--- src/assert_macros.svh ---
// Assertion macros shared by the sighting table RTL
`ifndef ASSERT_MACROS_SVH
`define ASSERT_MACROS_SVH

// same-cycle implication or plain property, clocked on clk_i, off in reset
`define TST_ASSERT(lbl, prop, msg) \
  lbl: assert property (@(posedge clk_i) disable iff (!rst_ni) prop) else $error(msg);

// next-cycle implication
`define TST_ASSERT_NEXT(lbl, pre, post, msg) \
  lbl: assert property (@(posedge clk_i) disable iff (!rst_ni) (pre) |=> (post)) \
    else $error(msg);

`endif

--- src/tst_pkg.sv ---
// Types and constants of the sighting table
package tst_pkg;

  localparam int KIND_W  = 2;
  localparam int ID_W    = 48;
  localparam int BAT_W   = 8;
  localparam int STEP_W  = 24;
  localparam int RSSI_W  = 8;
  localparam int IDX_W   = 6;
  localparam int TIME_W  = 32;
  localparam int STAT_W  = 3;
  localparam int POS_W   = 6;
  localparam int TOT_W   = 7;
  localparam int PADDR_W = 3;
  localparam int PDATA_W = 32;

  localparam logic [PADDR_W-1:0] ADDR_MAX_AGE  = 3'd0;
  localparam logic [TIME_W-1:0]  MAX_AGE_RESET = 32'd86400;

  typedef enum logic [KIND_W-1:0] {
    KIND_REPORT = 2'd0,
    KIND_DELETE = 2'd1,
    KIND_SWEEP  = 2'd2,
    KIND_NONE   = 2'd3
  } kind_e;

  typedef enum logic [STAT_W-1:0] {
    ST_UPDATED  = 3'd0,
    ST_INSERTED = 3'd1,
    ST_DELETED  = 3'd2,
    ST_FULL     = 3'd3,
    ST_BAD_IDX  = 3'd4,
    ST_ZERO_ID  = 3'd5,
    ST_SWEPT    = 3'd6
  } status_e;

  typedef struct packed {
    logic [ID_W-1:0]   id;
    logic [TIME_W-1:0] stamp;
    logic [BAT_W-1:0]  bat;
    logic [STEP_W-1:0] steps;
    logic [RSSI_W-1:0] rssi;
  } entry_t;

  typedef struct packed {
    logic load;
    logic step;
    logic fin;
  } cmd_t;

  typedef struct packed {
    logic done;
  } sts_t;

endpackage

--- src/tst_ctrl.sv ---
// Sequencer of the sighting table: accept, walk, finish, respond
`include "assert_macros.svh"
module tst_ctrl import tst_pkg::*; (
  input  logic              clk_i,
  input  logic              rst_ni,
  input  logic              req_valid_i,
  input  logic [KIND_W-1:0] req_kind_i,
  output logic              req_ready_o,
  output logic              rsp_valid_o,
  input  logic              rsp_ready_i,
  output cmd_t              cmd_o,
  input  sts_t              sts_i
);

  typedef enum logic [1:0] {S_IDLE, S_RUN, S_FIN, S_OUT} state_e;
  state_e state_q;

  assign req_ready_o = (state_q == S_IDLE);
  assign rsp_valid_o = (state_q == S_OUT);
  assign cmd_o.load  = req_ready_o && req_valid_i && (kind_e'(req_kind_i) != KIND_NONE);
  assign cmd_o.step  = (state_q == S_RUN) && !sts_i.done;
  assign cmd_o.fin   = (state_q == S_FIN);

  always_ff @(posedge clk_i or negedge rst_ni) begin
    if (!rst_ni) begin
      state_q <= S_IDLE;
    end else begin
      unique case (state_q)
        S_IDLE: if (cmd_o.load) state_q <= S_RUN;
        S_RUN:  if (sts_i.done) state_q <= S_FIN;
        S_FIN:  state_q <= S_OUT;
        S_OUT:  if (rsp_ready_i) state_q <= S_IDLE;
        default: state_q <= S_IDLE;
      endcase
    end
  end

  `TST_ASSERT_NEXT(a_load_runs, cmd_o.load, state_q == S_RUN, "load did not start walk")
  `TST_ASSERT_NEXT(a_fin_out, cmd_o.fin, rsp_valid_o, "finish not followed by response")

endmodule

--- config.mk ---
export PLATFORM = sky130hd
export DESIGN_NAME = tst_ctrl
export DESIGN_NICKNAME = d
export VERILOG_FILES = /design/src/tst_pkg.sv /design/src/tst_ctrl.sv
export VERILOG_INCLUDE_DIRS = /design/src /design/src/src
export SDC_FILE = /design/constraint.sdc
export NUM_CORES = 1
export LEC_CHECK = 0
export BUFFER_PORTS_ARGS = -buffer_cell sky130_fd_sc_hd__buf_2
export CAP_MARGIN = 20
export CORE_AREA = 4 4 41 43
export DETAILED_ROUTE_END_ITERATION = 10
export DIE_AREA = 0 0 45 47
export MAX_ROUTING_LAYER = met4
export SKIP_LAST_GASP = 1
export SLEW_MARGIN = 20
export SYNTH_ARGS = -nofsm -noshare
export SYNTH_HDL_FRONTEND = slang
export SYNTH_SLANG_ARGS = --single-unit
export TNS_END_PERCENT = 30
--- constraint.sdc ---
create_clock -name clk_i -period 1.71 [get_ports clk_i]
set_input_delay 0.342 -clock clk_i [delete_from_list [all_inputs] [get_ports clk_i]]
set_output_delay 0.342 -clock clk_i [all_outputs]
set_load 0.02 [all_outputs]
=== Word level (Yosys, flattened, before mapping) ===
Cells that the tools add are included.

* Mux-type cells: 4
* Reduce and logical (&&, ||, !) cells: 6
* Eq/ne operators: 7

{| class="wikitable"
|+ Operator list
! kind !! number
|-
| $pmux 2 s4 || 1
|-
| $mux 2 || 3
|-
| $eq 2x2->1 const B || 2
|-
| $ne 2x1->1 const B || 2
|-
| $ne 2x2->1 const B || 2
|-
| $logic_and 1x1->1 || 3
|-
| $reduce_and 3->1 || 1
|-
| $eq 2x1->1 const B || 1
|-
| $logic_not 2->1 || 1
|-
| $logic_not 1->1 || 1
|}

* Input bits: 7
* Register bits: 2
* Output and inout port bits: 5
* Logic and storage cells: 18

=== Logic depth before layout (Yosys ltp) ===
* Depth after elaboration: 5
* Mapped depth: 6
* Gate-level depth less buffers: 6

=== Worst setup path after synthesis ===
OpenSTA, ideal clock, no wires.

* Path kind: register -> register
* From: register state_q[0]
* To: register state_q[1]
* Period minus slack after synthesis: 1.584 ns
* Setup slack: 0.126 ns
* Setup time: 0.125 ns
* Path buffers: 0
* Arrival time: 1.459 ns
* Required time: 1.585 ns
* Stages on the path, launching flop included: 6
* Cells stage by stage: dfrtp_1 > inv_1 > ha_1 > nand3_2 > a21oi_4 > mux2_4

* Cells in the longest elaborated chain, start to end: 5
* Elaborated cells on any way between the ends: 11
* Classes of those cells: eq/ne: 6; mux: 1; reduce/logical: 4

{| class="wikitable"
|+ Ends and longest elaborated chain
! element !! line !! source
|-
| start, declared || tst_ctrl.sv:16 || <nowiki>state_e state_q;</nowiki>
|-
| start signal, assigned || tst_ctrl.sv:26 || <nowiki>state_q <= S_IDLE;</nowiki>
|-
| start signal, assigned || tst_ctrl.sv:29 || <nowiki>S_IDLE: if (cmd_o.load) state_q <= S_RUN;</nowiki>
|-
| start signal, assigned || tst_ctrl.sv:30 || <nowiki>S_RUN: if (sts_i.done) state_q <= S_FIN;</nowiki>
|-
| $logic_not 2->1 (*) || tst_ctrl.sv:18 || <nowiki>assign req_ready_o = (state_q == S_IDLE);</nowiki>
|-
| net req_ready_o || tst_ctrl.sv:8 || <nowiki>output logic req_ready_o,</nowiki>
|-
| $logic_and 1x1->1 (2 in series) || tst_ctrl.sv:20 || <nowiki>assign cmd_o.load = req_ready_o && req_valid_i && (kind_e'(req_kind_i) != KIND_NONE);</nowiki>
|-
| $ne 2x1->1 (no source line) || n/a ||
|-
| $reduce_and 3->1 (no source line) || n/a ||
|}

The timed path passes the listed nets; every way through them passes the cells marked *.
A chain may end at the register's enable or synchronous reset.

==> reports/metrics.sh <==
OUTCOME='complete, no violations'
FINAL_CELL_AREA_SQ_UM=318
TIMING.CLOCK.SKEW_NS=0.00273
FINAL-SEQ-AREA_SQ_UM=50.0
TIMING.CRITICAL_PATH.TO='cmd_o[2]'
YOSYS.AREA.TOP_TYPE='sky130_fd_sc_hd__dfrtp_1'
WORST_R2R_PATH_DEPTH=6
TIMING_HOLD_VIOLATIONS_FINAL=0
CTS_TREE='built'
CRIT_PATH_MAX_FANOUT=4
SYN-CELL-AREA_SQ_UM=199
DRT_PASS1_ITERATIONS=1
YOSYS_WARNINGS=0
YS_FF_LATCH=2
ROUTED_WIRE_LENGTH_PER_INSTANCE_UM=8.60
LAYOUT-DRIVE-GT1-SHARE=0.656
HOLD_CLASS='input pin to async pin'
TIGHTESTPINTRANSITION_NS=0.143
AREA.GROWTH.SYNTH_TO_FINAL_PCT=59.7
LARGEST_REGISTER_FF_COUNT=2
GRT_SETUP_UNREPAIRED='no'
SYNTH_SEQUENTIAL_AREA_RATIO=0.252
CHIPHEIGHT_UM=47
DETAILEDROUTE.FIRSTITERATIONVIOLATIONS=0
NFILLCELLS=149
NUM_ROWS=13
MET3_WIRELENGTH_UM=71
GRT_OVERALL_USAGE=0.0579
SYNTH.DISTINCT_CELLS=11
NUM_IO_PINS=12
ANTENNA_FOUND_INITIAL=0
HIGHEST-SIGNAL-LAYER='met3'
LARGEST-REGISTER='state_q'
CRIT_PATH_START_KIND='flop'
IO_BUFFER_COUNT=11
FINALSETUPVIOLATIONS=0
NET_TOTAL_IN_THE_FINAL_LAYOUT=45
FINALCRITPERIODSHARE=0.926
ROOT_BUFFER='sky130_fd_sc_hd__clkbuf_4'
FINAL_COMMON_CELL='sky130_fd_sc_hd__buf_2'
SYNTH_CELLS=17
GRT_MAX_DEGREE=5
MAPPEDNETLISTNETS=28
MET2_WIRELENGTH_UM=163
MOST-COMMON-LAYOUT-CELLS='sky130_fd_sc_hd__buf_2 (11), sky130_fd_sc_hd__inv_1 (3), sky130_fd_sc_hd__ha_1 (3), sky130_fd_sc_hd__clkbuf_4 (3), sky130_fd_sc_hd__dfrtp_1 (2)'
CTS_INSERTED_BUFFERS=3
CRIT_TYPE='flop to output pin'
GRT_PASS1_VIAS=194
POST-ROUTE-DRC-COUNT=0
DESIGN_POWER_TOTAL_mW=0.614
DESIGN.DIE.AREA_SQ_MM=0.00212
PERIOD_NEEDED_NS=1.58
PRE_CTS_SLACK_NS=0.196
TOP_REGS='state_q x2'
WORST-ENDPOINT-REQUIRED_NS=1.37
INITIAL_UTILIZATION=0.153
SYNTH_TOP_AREA_FRAC=0.252
DIODES=0
ROUTE.FINAL.WIRE_LENGTH_UM=404
IR_WORST_VDD_uV=518
FINALWEIGHTEDCONGESTION=0.652
SYNTH.AREA.TOP_CELLS='sky130_fd_sc_hd__dfrtp_1 (25%), sky130_fd_sc_hd__ha_1 (25%), sky130_fd_sc_hd__a21oi_4 (8.2%)'
UTILIZATION=0.244
STATIC-LEAKAGE-POWER_nW=0.175
PWR_DENSITY_CELL_mW_PER_MM2=1930
MULTI_INPUT_COMB_AREA_SQ_UM=146
WORST_SETUP_HOLD_PATH_CLK_SLEW_NS=0.03
MAX-CLOCK-PATH-BUFFERS=2
WL_MET1_UM=169
TIMING.RR.START='state_q[1]'
R2R_END='state_q[1]'
DETAIL-ROUTE-ANTENNA-NETS=0
CTSHTREEMAXLEVEL=1
WORST_SLACK_NS=0.127
PLACED_CELL_COUNT=43
FLOORPLAN.DIE.WIDTH_UM=45
ENDPOINT_CLASS_OF_THE_CRITICAL_PATH='output pin'
NON_FILLER_INSTANCE_COUNT_AFTER_LAYOUT=47
CTS_SINKS=2
NUM_VIAS=165
TNS_NS=0
DPL-INSTANCE-AREA_SQ_UM=273
WORST_SLEW_MARGIN_REL=0.905
VIAS_PER_CELL=3.51
OVERFLOW=0
MAX_CAP_VIOL_COUNT=0
CRIT_START='state_q[0]'
WORSTSKEWPAIRLATENCY_NS=0.22
MAXSLEWVIOLCOUNT=0
WHS_NS=0.434
FLOORPLAN.CORE_AREA_SQ_MM=0.00130
MAX_FREQ_MHz=632
POSTSYNTHAREAPERCELL_SQ_UM=11.7
GLOBAL_ROUTE_WIRE_LENGTH_BEFORE_REPAIR_UM=779
WORST-ENDPOINT-ARRIVAL_NS=1.24
SETUP.REG_TO_REG.WORST_SLACK_NS=0.18
cell families (layout without fill, tap and decap cells):
logic type	after synthesis	in the layout	share of synthesized area
AO/OA/AOI/OAI	3	3	0.208
adder cells (fa/ha/maj)	4	4	0.252
buffers and inverters	4	19	0.0754
flip-flops	2	2	0.252
multiplexers	1	1	0.0754
AND/OR/NAND/NOR	3	3	0.138
synthesized netlist by cell type:
master	count
sky130_fd_sc_hd__a21o_4	1
sky130_fd_sc_hd__a21oi_4	1
sky130_fd_sc_hd__dfrtp_1	2
sky130_fd_sc_hd__ha_1	4
sky130_fd_sc_hd__inv_1	3
sky130_fd_sc_hd__inv_2	1
sky130_fd_sc_hd__mux2_4	1
sky130_fd_sc_hd__nand2_1	1
sky130_fd_sc_hd__nand3_2	1
sky130_fd_sc_hd__nor2b_4	1
sky130_fd_sc_hd__o32a_1	1
what timing repair did:
| item | CTS | global route |
|---|---|---|
| gates resized for setup | 0 | 2 |
| buffers inserted | 0 | 0 |
| endpoints found under the hold margin | 2 | 0 |
| hold buffers | 1 | 0 |
| endpoints found under the setup margin | 0 | 1 |
how the worst min path moves through the flow:
| stage | endpoint | cells past startpoint | from |
|---|---|---|---|
| 3_5_place_dp | state_q[0] | 1 | rst_ni |
| 6_report | state_q[1] | 2 | rst_ni |
| 5_1_grt | state_q[1] | 2 | rst_ni |
| 4_1_cts | state_q[1] | 2 | rst_ni |
| 2_1_floorplan | state_q[0] | 0 | rst_ni |
| 3_3_place_gp | state_q[1] | 1 | rst_ni |
worst max-delay path, cell delays in order, from the launching register on:
cell	delay, ns
sky130_fd_sc_hd__dfrtp_1	0.40
sky130_fd_sc_hd__inv_1	0.14
sky130_fd_sc_hd__ha_4	0.18
sky130_fd_sc_hd__nand3_2	0.09
sky130_fd_sc_hd__inv_1	0.06
sky130_fd_sc_hd__buf_2	0.15
report_power, final:
group	internal (mW)	switching, mW	total (mW)
Clock	0.0774	0.0262	0.104
Sequential	0.0753	0.0265	0.102
Combinational	0.205	0.203	0.408
Total	0.357	0.256	0.614
area by class of cell:
| cell class | instances | area share |
|---|---|---|
| multi-input combinational | 11 | 0.461 |
| tap | 15 | 0.0591 |
| clock buffer | 3 | 0.0709 |
| inverter | 4 | 0.0472 |
| timing repair buffer | 12 | 0.205 |
| sequential | 2 | 0.157 |
routing by layer:
| metal | global-route usage | vias to the layer above |
|---|---|---|
| li1 | - | 87 |
| met5 | - | - |
| met3 | 0.0421 | 0 |
| met4 | 0.0526 | 0 |
| met2 | 0.0763 | 10 |
| met1 | 0.0545 | 68 |
Power figures use the tool's default switching activity.
